**src/rtl/sfcd_pkg.sv**
```systemverilog
// shared types and constants for the serial frame check and dispatch block
package sfcd_pkg;

    // number of node slots held in the configuration registers
    localparam int NODE_SLOTS = 4;
    localparam int SLOT_W     = 2;

    // configuration port
    localparam int CFG_IDX_W  = 3;
    localparam int CFG_DATA_W = 8;
    localparam logic [CFG_IDX_W-1:0] CFG_NODE_ID0  = 3'd0;
    localparam logic [CFG_IDX_W-1:0] CFG_SLOT_MASK = 3'd4;

    // frame layout
    localparam logic [7:0] CRC_INIT = 8'hFF;
    localparam logic [7:0] CRC_POLY = 8'hD5;
    localparam logic [7:0] MIN_LEN  = 8'd4;
    localparam logic [7:0] POS_IDLE = 8'd0;
    localparam logic [7:0] POS_LEN  = 8'd1;
    localparam logic [7:0] POS_NODE = 8'd2;
    localparam logic [7:0] POS_CMD  = 8'd3;

    // command codes
    localparam logic [7:0] CMD_BOOT      = 8'd0;
    localparam logic [7:0] CMD_SDO_READ  = 8'd1;
    localparam logic [7:0] CMD_SDO_WRITE = 8'd2;
    localparam logic [7:0] CMD_ERROR     = 8'd3;
    localparam logic [7:0] CMD_CONTROL   = 8'd4;
    localparam logic [7:0] CMD_STATUS    = 8'd5;
    localparam logic [7:0] CMD_EMERGENCY = 8'd7;

    // result classes
    typedef enum logic [2:0] {
        KIND_REJECTED  = 3'd0,
        KIND_SYSTEM    = 3'd1,
        KIND_SDO_RESP  = 3'd2,
        KIND_IGNORED   = 3'd3,
        KIND_MALFORMED = 3'd4
    } frame_kind_t;

    // queue between parser and dispatcher
    localparam int QUEUE_DEPTH = 4;
    localparam int QPTR_W      = $clog2(QUEUE_DEPTH);
    localparam int QCNT_W      = $clog2(QUEUE_DEPTH + 1);

    // one closed frame as seen by the parser
    typedef struct packed {
        logic       short_len;
        logic       crc_ok;
        logic [7:0] node_number;
        logic [7:0] command_code;
        logic [7:0] frame_length;
    } frame_rec_t;

endpackage

```
**src/rtl/serial_frame_check_dispatch.sv**
```systemverilog
// top level of the serial frame check and dispatch block
//
// Input channel s_*: one received frame byte per item in s_tdata, with
// s_tuser set on the start byte of a new frame. A parser follows the
// frame position, captures length, node and command bytes and runs the
// reflected crc-8; when the crc byte (or a too-short length byte)
// arrives it drops one record into a four-entry queue.
// Result channel m_*: one item per closed frame, the class in m_tuser
// and the slot match, crc status and header bytes in m_tdata.
// Throughput is one byte per cycle while s_tready is high. A result
// passes the queue and then the output register: the parser writes
// the record into the queue at the accepting edge, and the dispatcher
// matches the slot, classifies and loads the output register when it
// is free. If the receiver stalls, results wait in the output register
// and the queue; s_tready drops only while the queue holds four records.
// Configuration (node ids, slot mask) is written through cfg_wr_en at
// any edge and should change only while no frame is in flight.
// Reset (aresetn low, synchronous) closes any open frame, empties the
// queue, clears m_tvalid and sets all configuration registers to zero.
module serial_frame_check_dispatch (
    input  logic                            aclk,
    input  logic                            aresetn,
    input  logic                            cfg_wr_en,
    input  logic [sfcd_pkg::CFG_IDX_W-1:0]  cfg_index,
    input  logic [sfcd_pkg::CFG_DATA_W-1:0] cfg_wdata,
    input  logic                            s_tvalid,
    output logic                            s_tready,
    input  logic [7:0]                      s_tdata,  // rx_byte
    input  logic                            s_tuser,  // frame_start
    output logic                            m_tvalid,
    input  logic                            m_tready,
    // node_known, node_slot[1:0], crc_ok, node_number[7:0],
    // command_code[7:0], frame_length[7:0], zero fill
    output logic [31:0]                     m_tdata,
    output logic [2:0]                      m_tuser   // frame_kind
);
    import sfcd_pkg::*;

    frame_rec_t push_rec, head_rec;
    logic       push, pop, q_empty, q_full, byte_valid;

    assign s_tready   = !q_full;
    assign byte_valid = s_tvalid && s_tready;

    // frame parser
    sfcd_front u_front (
        .aclk        (aclk),
        .aresetn     (aresetn),
        .byte_valid  (byte_valid),
        .rx_byte     (s_tdata),
        .frame_start (s_tuser),
        .rec_push    (push),
        .rec_data    (push_rec)
    );

    // record queue
    sfcd_queue u_queue (
        .aclk      (aclk),
        .aresetn   (aresetn),
        .push      (push),
        .push_data (push_rec),
        .pop       (pop),
        .head_data (head_rec),
        .empty     (q_empty),
        .full      (q_full)
    );

    // dispatcher and output register
    sfcd_back u_back (
        .aclk      (aclk),
        .aresetn   (aresetn),
        .cfg_wr_en (cfg_wr_en),
        .cfg_index (cfg_index),
        .cfg_wdata (cfg_wdata),
        .rec_data  (head_rec),
        .rec_empty (q_empty),
        .rec_pop   (pop),
        .m_tvalid  (m_tvalid),
        .m_tready  (m_tready),
        .m_tdata   (m_tdata),
        .m_tuser   (m_tuser)
    );

endmodule

```
**src/rtl/sfcd_front.sv**
```systemverilog
// byte parser: tracks frame position, runs the crc and emits one record per closed frame
module sfcd_front (
    input  logic              aclk,
    input  logic              aresetn,
    input  logic              byte_valid,
    input  logic [7:0]        rx_byte,
    input  logic              frame_start,
    output logic              rec_push,
    output sfcd_pkg::frame_rec_t rec_data
);
    import sfcd_pkg::*;

    logic [7:0] pos_reg,  pos_next;
    logic [7:0] crc_reg,  crc_next;
    logic [7:0] len_reg,  len_next;
    logic [7:0] node_reg, node_next;
    logic [7:0] cmd_reg,  cmd_next;

    logic [7:0] len_v, node_v, cmd_v;
    logic [7:0] crc_upd;

    // reflected crc-8 over one byte, lsb first
    function automatic logic [7:0] crc_step(input logic [7:0] crc, input logic [7:0] b);
        logic [7:0] c;
        c = crc ^ b;
        for (int k = 0; k < 8; k++) begin
            if (c[0]) begin
                c = (c >> 1) ^ CRC_POLY;
            end else begin
                c = c >> 1;
            end
        end
        return c;
    endfunction

    // header bytes as they stand after this item
    always_comb begin
        len_v   = (pos_reg == POS_LEN)  ? rx_byte : len_reg;
        node_v  = (pos_reg == POS_NODE) ? rx_byte : node_reg;
        cmd_v   = (pos_reg == POS_CMD)  ? rx_byte : cmd_reg;
        crc_upd = crc_step(crc_reg, rx_byte);
    end

    // frame tracking
    always_comb begin
        pos_next  = pos_reg;
        crc_next  = crc_reg;
        len_next  = len_reg;
        node_next = node_reg;
        cmd_next  = cmd_reg;
        rec_push  = 1'b0;
        rec_data  = '0;
        if (byte_valid) begin
            if (frame_start) begin
                pos_next  = POS_LEN;
                crc_next  = CRC_INIT;
                len_next  = '0;
                node_next = '0;
                cmd_next  = '0;
            end else if (pos_reg != POS_IDLE) begin
                len_next  = len_v;
                node_next = node_v;
                cmd_next  = cmd_v;
                if (pos_reg == POS_LEN && rx_byte < MIN_LEN) begin
                    // length too short: close at once
                    rec_push               = 1'b1;
                    rec_data.short_len     = 1'b1;
                    rec_data.frame_length  = rx_byte;
                    pos_next               = POS_IDLE;
                    crc_next               = CRC_INIT;
                end else if (pos_reg < len_v) begin
                    crc_next = crc_upd;
                    pos_next = pos_reg + 8'd1;
                end else begin
                    // crc byte closes the frame
                    rec_push              = 1'b1;
                    rec_data.crc_ok       = (rx_byte == crc_reg);
                    rec_data.node_number  = node_v;
                    rec_data.command_code = cmd_v;
                    rec_data.frame_length = len_v;
                    pos_next              = POS_IDLE;
                    crc_next              = CRC_INIT;
                end
            end
        end
    end

    always_ff @(posedge aclk) begin
        if (!aresetn) begin
            pos_reg  <= POS_IDLE;
            crc_reg  <= CRC_INIT;
            len_reg  <= '0;
            node_reg <= '0;
            cmd_reg  <= '0;
        end else begin
            pos_reg  <= pos_next;
            crc_reg  <= crc_next;
            len_reg  <= len_next;
            node_reg <= node_next;
            cmd_reg  <= cmd_next;
        end
    end

endmodule

```
**src/rtl/sfcd_queue.sv**
```systemverilog
// short fifo of closed-frame records between parser and dispatcher
module sfcd_queue (
    input  logic              aclk,
    input  logic              aresetn,
    input  logic              push,
    input  sfcd_pkg::frame_rec_t push_data,
    input  logic              pop,
    output sfcd_pkg::frame_rec_t head_data,
    output logic              empty,
    output logic              full
);
    import sfcd_pkg::*;

    frame_rec_t         mem_reg [QUEUE_DEPTH];
    logic [QPTR_W-1:0]  wr_ptr_reg, wr_ptr_next;
    logic [QPTR_W-1:0]  rd_ptr_reg, rd_ptr_next;
    logic [QCNT_W-1:0]  cnt_reg,    cnt_next;
    logic               do_push, do_pop;

    assign empty     = (cnt_reg == '0);
    assign full      = (cnt_reg == QCNT_W'(QUEUE_DEPTH));
    assign head_data = mem_reg[rd_ptr_reg];
    assign do_push   = push && !full;
    assign do_pop    = pop && !empty;

    // pointer and fill count
    always_comb begin
        wr_ptr_next = do_push ? wr_ptr_reg + 1'b1 : wr_ptr_reg;
        rd_ptr_next = do_pop  ? rd_ptr_reg + 1'b1 : rd_ptr_reg;
        cnt_next    = cnt_reg;
        if (do_push && !do_pop) begin
            cnt_next = cnt_reg + 1'b1;
        end else if (!do_push && do_pop) begin
            cnt_next = cnt_reg - 1'b1;
        end
    end

    always_ff @(posedge aclk) begin
        if (!aresetn) begin
            wr_ptr_reg <= '0;
            rd_ptr_reg <= '0;
            cnt_reg    <= '0;
        end else begin
            wr_ptr_reg <= wr_ptr_next;
            rd_ptr_reg <= rd_ptr_next;
            cnt_reg    <= cnt_next;
        end
    end

    // storage
    always_ff @(posedge aclk) begin
        if (do_push) begin
            mem_reg[wr_ptr_reg] <= push_data;
        end
    end

endmodule

```
**src/rtl/sfcd_back.sv**
```systemverilog
// dispatcher: node slot match, classification and the output register
module sfcd_back (
    input  logic                          aclk,
    input  logic                          aresetn,
    input  logic                          cfg_wr_en,
    input  logic [sfcd_pkg::CFG_IDX_W-1:0]  cfg_index,
    input  logic [sfcd_pkg::CFG_DATA_W-1:0] cfg_wdata,
    input  sfcd_pkg::frame_rec_t          rec_data,
    input  logic                          rec_empty,
    output logic                          rec_pop,
    output logic                          m_tvalid,
    input  logic                          m_tready,
    output logic [31:0]                   m_tdata,
    output logic [2:0]                    m_tuser
);
    import sfcd_pkg::*;

    logic [7:0]            node_id_reg [NODE_SLOTS];
    logic [NODE_SLOTS-1:0] slot_mask_reg;

    logic                  valid_reg, valid_next;
    frame_kind_t           kind_reg,  kind_next;
    logic                  known_reg, known_next;
    logic [SLOT_W-1:0]     slot_reg,  slot_next;
    logic                  ok_reg,    ok_next;
    logic [7:0]            node_reg,  node_next;
    logic [7:0]            cmd_reg,   cmd_next;
    logic [7:0]            len_reg,   len_next;

    logic                  hit;
    logic [SLOT_W-1:0]     hit_slot;

    // configuration registers
    always_ff @(posedge aclk) begin
        if (!aresetn) begin
            for (int i = 0; i < NODE_SLOTS; i++) begin
                node_id_reg[i] <= '0;
            end
            slot_mask_reg <= '0;
        end else if (cfg_wr_en) begin
            if (cfg_index == CFG_SLOT_MASK) begin
                slot_mask_reg <= cfg_wdata[NODE_SLOTS-1:0];
            end
            for (int i = 0; i < NODE_SLOTS; i++) begin
                if (cfg_index == CFG_NODE_ID0 + CFG_IDX_W'(i)) begin
                    node_id_reg[i] <= cfg_wdata;
                end
            end
        end
    end

    // highest enabled slot whose id matches
    always_comb begin
        hit      = 1'b0;
        hit_slot = '0;
        for (int i = 0; i < NODE_SLOTS; i++) begin
            if (slot_mask_reg[i] && node_id_reg[i] == rec_data.node_number) begin
                hit      = 1'b1;
                hit_slot = SLOT_W'(i);
            end
        end
    end

    assign rec_pop = !rec_empty && (!valid_reg || m_tready);

    // classification and output register load
    always_comb begin
        valid_next = valid_reg;
        kind_next  = kind_reg;
        known_next = known_reg;
        slot_next  = slot_reg;
        ok_next    = ok_reg;
        node_next  = node_reg;
        cmd_next   = cmd_reg;
        len_next   = len_reg;
        if (m_tready) begin
            valid_next = 1'b0;
        end
        if (rec_pop) begin
            valid_next = 1'b1;
            len_next   = rec_data.frame_length;
            if (rec_data.short_len) begin
                kind_next  = KIND_MALFORMED;
                known_next = 1'b0;
                slot_next  = '0;
                ok_next    = 1'b0;
                node_next  = '0;
                cmd_next   = '0;
            end else begin
                known_next = hit;
                slot_next  = hit_slot;
                ok_next    = rec_data.crc_ok;
                node_next  = rec_data.node_number;
                cmd_next   = rec_data.command_code;
                if (!hit || !rec_data.crc_ok) begin
                    kind_next = KIND_REJECTED;
                end else if (rec_data.command_code inside
                             {CMD_BOOT, CMD_CONTROL, CMD_STATUS, CMD_EMERGENCY}) begin
                    kind_next = KIND_SYSTEM;
                end else if (rec_data.command_code inside
                             {CMD_SDO_READ, CMD_SDO_WRITE, CMD_ERROR}) begin
                    kind_next = KIND_SDO_RESP;
                end else begin
                    kind_next = KIND_IGNORED;
                end
            end
        end
    end

    always_ff @(posedge aclk) begin
        if (!aresetn) begin
            valid_reg <= 1'b0;
        end else begin
            valid_reg <= valid_next;
        end
    end

    always_ff @(posedge aclk) begin
        kind_reg  <= kind_next;
        known_reg <= known_next;
        slot_reg  <= slot_next;
        ok_reg    <= ok_next;
        node_reg  <= node_next;
        cmd_reg   <= cmd_next;
        len_reg   <= len_next;
    end

    // result item
    assign m_tvalid = valid_reg;
    assign m_tuser  = kind_reg;
    assign m_tdata  = {4'b0, len_reg, cmd_reg, node_reg, ok_reg, slot_reg, known_reg};

endmodule

```
**config.mk**
```make
export PLATFORM = sky130hd
export DESIGN_NAME = serial_frame_check_dispatch
export DESIGN_NICKNAME = d
export VERILOG_FILES = /design/src/rtl/sfcd_pkg.sv /design/src/rtl/serial_frame_check_dispatch.sv /design/src/rtl/sfcd_front.sv /design/src/rtl/sfcd_queue.sv /design/src/rtl/sfcd_back.sv
export SDC_FILE = /design/constraint.sdc
export NUM_CORES = 1
export LEC_CHECK = 0
export BUFFER_PORTS_ARGS = -buffer_cell sky130_fd_sc_hd__buf_4
export CORE_ASPECT_RATIO = 0.6
export CORE_MARGIN = 4
export CORE_UTILIZATION = 50
export CTS_CLUSTER_DIAMETER = 40
export DETAILED_ROUTE_END_ITERATION = 8
export PLACE_DENSITY = 0.66
export SYNTH_ARGS = -nofsm -noshare
export SYNTH_HDL_FRONTEND = slang
export SYNTH_SLANG_ARGS = --single-unit
```
**constraint.sdc**
```tcl
create_clock -name aclk -period 6.65 [get_ports aclk]
set_input_delay 0.3325 -clock aclk [delete_from_list [all_inputs] [get_ports aclk]]
set_output_delay 0.3325 -clock aclk [all_outputs]
set_load 0.05 [all_outputs]
```
==> metrics, run 1 <==
final-report setup violation count=0; CTS tree=done; worst r2r src=u_front.pos_reg[0]$_SDFFE_PN0P_; core region area=0.0190 sq mm; RSZ-0062 raised after global routing=no; Sum Neg Setup Slack=0 ns; WS Path Type=flip-flop to flip-flop; number of remaining DRC errors=0; post_cts resized=0; CTS clk-pin slew, worst paths=0.06 ns; EDFF count, synth=167; post-synthesis cell type count=60; DR vias=5777; Util after Layout=0.585; Placer Congestion=0.899; root buffer cell=clkbuf_16; Max Clock Skew=0.0135 ns; Hold Path End=u_back.node_id_reg[3][7]$_SDFFCE_PN0P_; DRT iter0 DRCs=622; # IOs=62; Top FF cell, synth=edfxtp_1; Worst-Margin Slew=1.19 ns; dominant cells by area after synthesis=edfxtp_1 (52%), dfxtp_1 (11%), mux4_2 (6.1%); routed vias/inst=5.63; crit path time final=4.74 ns; Rows=39; metal2 WL=8490 um; pwr/cell area=383 mW/mm^2; Slew HR=0.203; maximum vdd drop=0.401 mV; Die ar.=0.0217 sq mm; top cell type's share of synthesized area=0.518; DR WL/cell=20.0 um; initial antenna violation count=0; Area Growth Syn to Fin=15.1%; share of layout cells above drive strength 1=0.195; largest net degree at the start of global routing=57; met3 routed WL=1190 um; first-pass GRT wire length=32200 um; Max Freq=0.211 GHz; Async SR Flop Fraction=0; Mapped Area=0.00967 sq mm; Clock Sinks=221; Tcrit/Tclk final=0.713; Post-layout nets=804; R2R depth=17; R2R Path End=u_queue.cnt_reg[2]$_SDFFE_PN0P_; H-tree levels=1; chip width=188 um; Worst Path Arrival=5.18 ns; Hold Buf Count CTS=0; ANT cells=0; area leader, netlist=edfxtp_1; CP Max Fanout=8; Die Y=116 um; yosys warns=0; Pre-antenna DRT Iters=5; setup bufs post-CTS=0; sequential share of the synthesized area=0.630; CTS buffer count=25; Hold Vio Cnt, Final=0; Hold Path Depth=2; internal reg-to-reg setup slack=1.91 ns; Initial Utilization=0.508; Overall Global Routing Usage=0.189; grt ovf=0; Syn Inst Count=696; Worst Path Required=7.08 ns; Pins Over Slew Limit=0; max reg flops=104; register bit total from synthesis=221; met1 WL=10500 um; Startpoint Class=flip-flop; HP Class=input pin to flip-flop; final antenna-violating net count=0; Routed WL=20500 um; DR top layer=met4; hold path startpoint=cfg_wdata[7]; CTS Buffer Depth=3; hpwl dp=13600 um; MaxCap Viol Count=0; Clock Latency Late Sink=0.52 ns; vias in the first global route=5743; Worst setup EP type=flip-flop; LEAKAGE=3.81 nW; # port buffers=57; Mean Syn Cell Area=13.9 sq um; outcome=complete, no violations
[area by class of cell]
cell class	instances	area, sq um
clock inverters	14	156
repair buffers	66	495
well taps	246	308
multi-input cells	434	3370
clock buffers	32	662
flip-flops and latches	221	6100
fillers	1479	7890
inverters	13	48.8
[cell usage in the layout, fill, tap and decap left out, drive strengths merged, types with 5 or more instances in the layout]
cell type / count
a21oi: 15
nor2: 31
clkinv: 5
and2: 50
nand3: 8
ha: 17
nand2: 45
dfxtp: 54
buf: 66
nor3: 8
xor2: 11
edfxtp: 167
nand2b: 5
mux4: 26
nand4: 11
mux2i: 20
xnor2: 52
nor2b: 40
a22oi: 18
inv: 16
o22ai: 7
clkbuf: 32
nor3b: 7
o21ai: 19
[cell usage after synthesis, types with 12 or more instances]
library cell    n
a21oi_1        15
a22oi_1        18
and2_1         49
dfxtp_1        54
edfxtp_1      167
ha_1           17
inv_1          12
mux2i_1        20
mux4_2         26
nand2_1        44
nor2_1         30
nor2b_1        40
o21ai_0        16
xnor2_1        52
[routing by layer]
| layer | vias to the layer above | track usage |
|---|---|---|
| li1 | 2677 | - |
| met1 | 2902 | 0.302 |
| met2 | 170 | 0.272 |
| met3 | 28 | 0.0280 |
| met4 | 0 | 0.0503 |
| met5 | - | 0 |
[worst max-delay path, stage by stage, from the launching register on]
cell and delay [ns]:
dfxtp_1 0.45, ha_1 0.21, or3b_2 0.49, nor2_2 0.41, mux2i_1 0.37, ha_1 0.31
a211oi_1 0.24, a21oi_1 0.10, o21ai_0 0.54, nand3_2 0.19, nand2b_2 0.19, inv_2 0.10
ha_1 0.23, inv_1 0.09, fa_1 0.20, xor2_1 0.08, or3_1 0.31, a21boi_0 0.17
[worst max path at each step]
stage                                          startpoint                               to  cells past startpoint
after floorplan           u_front.pos_reg[0]$_SDFFE_PN0P_  u_queue.cnt_reg[2]$_SDFFE_PN0P_                     17
after global placement    u_front.pos_reg[0]$_SDFFE_PN0P_  u_queue.cnt_reg[2]$_SDFFE_PN0P_                     17
after detailed placement  u_front.pos_reg[0]$_SDFFE_PN0P_  u_queue.cnt_reg[2]$_SDFFE_PN0P_                     17
after CTS                 u_front.pos_reg[0]$_SDFFE_PN0P_  u_queue.cnt_reg[2]$_SDFFE_PN0P_                     17
after global routing      u_front.pos_reg[1]$_SDFFE_PN0P_  u_queue.cnt_reg[2]$_SDFFE_PN0P_                     18
final                     u_front.pos_reg[0]$_SDFFE_PN0P_  u_queue.cnt_reg[2]$_SDFFE_PN0P_                     17
[kinds of logic after synthesis]
logic type                 after synthesis  share of synthesized area
other                                    1                   0.000388
adders and majority gates               18                     0.0241
and+or+nand+nor                        221                      0.126
DFF                                    221                      0.630
muxes                                   46                     0.0812
buffers and inverters                   44                     0.0238
AOI/OAI and AO/OA                       82                     0.0572
xor gates and xnor gates                63                     0.0570
[through the flow]
stage | setup WS [ns] | hold WS [ns] | total power, W | cell area, sq um | std cells
final | 1.91 | 0.126 | 0.00427 | 11100 | 1026
after global routing | 1.61 | 0.125 | 0.00444 | 11100 | 1026
after CTS | 1.96 | 0.109 | 0.00431 | 11100 | 1026
after detailed placement | 1.96 | 0.453 | 0.00296 | 10300 | 980
after global placement | 2.21 | 0.458 | 0.00293 | 10300 | 980
after floorplan | 2.61 | 0.441 | 0.00264 | 9690 | 699
[where the power goes]
| group | total, W | internal (W) | switching, W |
|---|---|---|---|
| Combinational | 0.00117 | 0.000412 | 0.000754 |
| Sequential | 0.00175 | 0.00166 | 0.0000865 |
| Clock | 0.00135 | 0.000794 | 0.000556 |
| Total | 0.00427 | 0.00287 | 0.00140 |
Note: power is estimated with default switching activity, not from simulation.
==> run 2: changes to the inputs <==
- clock period: 6.65 -> 4.48 ns (I/O delays scaled with it)
==> run 2 against run 1 <==
  * Register-to-register slack lost 1.7 ns
  * Routed wire length grew 3.1%
  * Via count grew 1.9%
  * Non-clock buffer count grew 14
  * Sequential share of layout area shrank 1.3 points
  * Design area grew 2.5%
  * Die area is the same
  * First-iteration DRC count shrank 31%
  * Combinational power grew 54%
  * Clock skew shrank 0.00052 ns
  * Critical path depth grew 2
  * Critical endpoint unchanged
==> metrics, run 2 (synthesized netlist as in run 1, its figures left out) <==
# IOs=62; WS Path Type=flip-flop to flip-flop; Clock Latency Late Sink=0.53 ns; routed vias/inst=5.64; Routed WL=21100 um; hpwl dp=14000 um; Initial Utilization=0.508; Die Y=116 um; Placer Congestion=0.863; CP Max Fanout=8; largest net degree at the start of global routing=57; initial antenna violation count=0; final antenna-violating net count=0; pwr/cell area=575 mW/mm^2; Worst Path Arrival=4.69 ns; number of remaining DRC errors=0; DR WL/cell=20.2 um; Hold Vio Cnt, Final=0; Rows=39; outcome=complete, no violations; Switching Fraction=0.324; clock network power share=0.334; Worst Setup Slack, final=0.241 ns; most frequent cells in the layout=edfxtp_1 (167), buf_4 (74), dfxtp_1 (53), xnor2_1 (52), and2_1 (49); Startpoint Class=flip-flop; Worst setup EP type=flip-flop; ANT cells=0; Max Clock Skew=0.0130 ns; CTS buffer count=27; max reg flops=104; vias in the first global route=5859; Worst-Margin Slew=1.25 ns; share of layout cells above drive strength 1=0.217; share of power burned in registers=0.392; HP Class=input pin to flip-flop; grt ovf=0; # port buffers=57; Placed Instance Area=0.0104 sq mm; Pint=0.00444 W; Final Total Pwr=0.00657 W; Worst Path Required=4.93 ns; maximum vdd drop=0.707 mV; CTS tree=done; Post-Layout Cell Count=1044; Hold WS=0.0115 ns; Max Freq=0.236 GHz; commonest non-fill, non-tap cell in the layout=edfxtp_1; Post-layout nets=820; Tcrit/Tclk final=0.946; DR vias=5886; Die ar.=0.0217 sq mm; Area Growth Syn to Fin=18.0%; chip width=188 um; core region area=0.0190 sq mm; Pre-antenna DRT Iters=5; Overall Global Routing Usage=0.194; final-report setup violation count=0; MaxCap Viol Count=0; Slew HR=0.161; LEAKAGE=3.94 nW; P_sw=0.00213 W; Placed Cells=988; Pins Over Slew Limit=0; Comb pwr share=0.275; root buffer cell=clkbuf_16; H-tree levels=1; CTS Buffer Depth=3; CTS clk-pin slew, worst paths=0.06 ns; fill count=1479; crit path time final=4.24 ns; Clock Sinks=221; first-pass GRT wire length=32700 um; footprint of the multi-input gates=0.00342 sq mm; register area=0.00610 sq mm; DRT iter0 DRCs=430; worst slack, placed=0.0470 ns; cell area after layout=0.0114 sq mm
[run 2: area by class of cell]
class	instances	area share
sequential	221	0.534
multi-input combinational	434	0.300
clock buffer	31	0.0623
timing repair buffer	80	0.0548
tap	246	0.0270
clock inverter	19	0.0179
inverter	13	0.00427
[run 2: power by group through the flow]
| stage | clock network (W) | logic, W | registers, W |
|---|---|---|---|
| 2_1_floorplan | 0 | 0.000865 | 0.00305 |
| 3_3_place_gp | 0 | 0.00176 | 0.00261 |
| 3_5_place_dp | 0 | 0.00179 | 0.00262 |
| 4_1_cts | 0.00223 | 0.00180 | 0.00258 |
| 5_1_grt | 0.00232 | 0.00192 | 0.00260 |
| 6_report | 0.00219 | 0.00180 | 0.00257 |
[run 2: worst paths after layout]
| check | start | to | slack, ns | cells after the start |
|---|---|---|---|---|
| worst max-delay path | u_front.pos_reg[1]$_SDFFE_PN0P_ | u_queue.cnt_reg[2]$_SDFFE_PN0P_ | 0.24 | 19 |
| worst min-delay path | m_tready | u_back.m_tvalid$_SDFFE_PN0P_ | 0.01 | 4 |
| worst max register to register | u_front.pos_reg[1]$_SDFFE_PN0P_ | u_queue.cnt_reg[2]$_SDFFE_PN0P_ | 0.24 | 19 |
| worst min register to register | u_front.crc_reg[7]$_SDFFE_PN1P_ | u_front.crc_reg[7]$_SDFFE_PN1P_ | 0.47 | 2 |
[run 2: worst max-delay path: stages, from the launching register on]
cell	delay, ns
dfxtp_1	0.36
inv_1	0.10
ha_1	0.16
or3b_2	0.50
nor2_4	0.15
buf_12	0.15
mux2i_2	0.27
ha_2	0.24
o2111ai_2	0.13
a21oi_1	0.20
a311oi_2	0.14
nand3_2	0.13
nand2b_2	0.12
inv_2	0.14
ha_1	0.21
inv_1	0.08
fa_1	0.43
xor2_1	0.16
or3_1	0.30
a21boi_1	0.16
[run 2: what timing repair did]
action                                  4_1_cts  5_1_grt
endpoints found under the hold margin        13        0
buffers inserted                              0        1
endpoints found under the setup margin        1        1
hold buffers                                  5        0
pin swaps                                     0        2
gates resized for setup                       1       11
[run 2: per-stage QoR]
stage | TNS (ns) | util
floorplan | 0 | -
global placement | 0 | 0.545
detailed placement | 0 | 0.545
CTS | 0 | 0.596
global route | -0.000792 | 0.600
finish | 0 | 0.600
[run 2: per-layer routing]
layer,global-route usage,up-vias,part of all wire
li1,-,2715,-
met1,0.295,2924,0.49
met2,0.298,212,0.43
met3,0.0337,35,0.072
met4,0.0420,0,0.016
met5,0,-,0
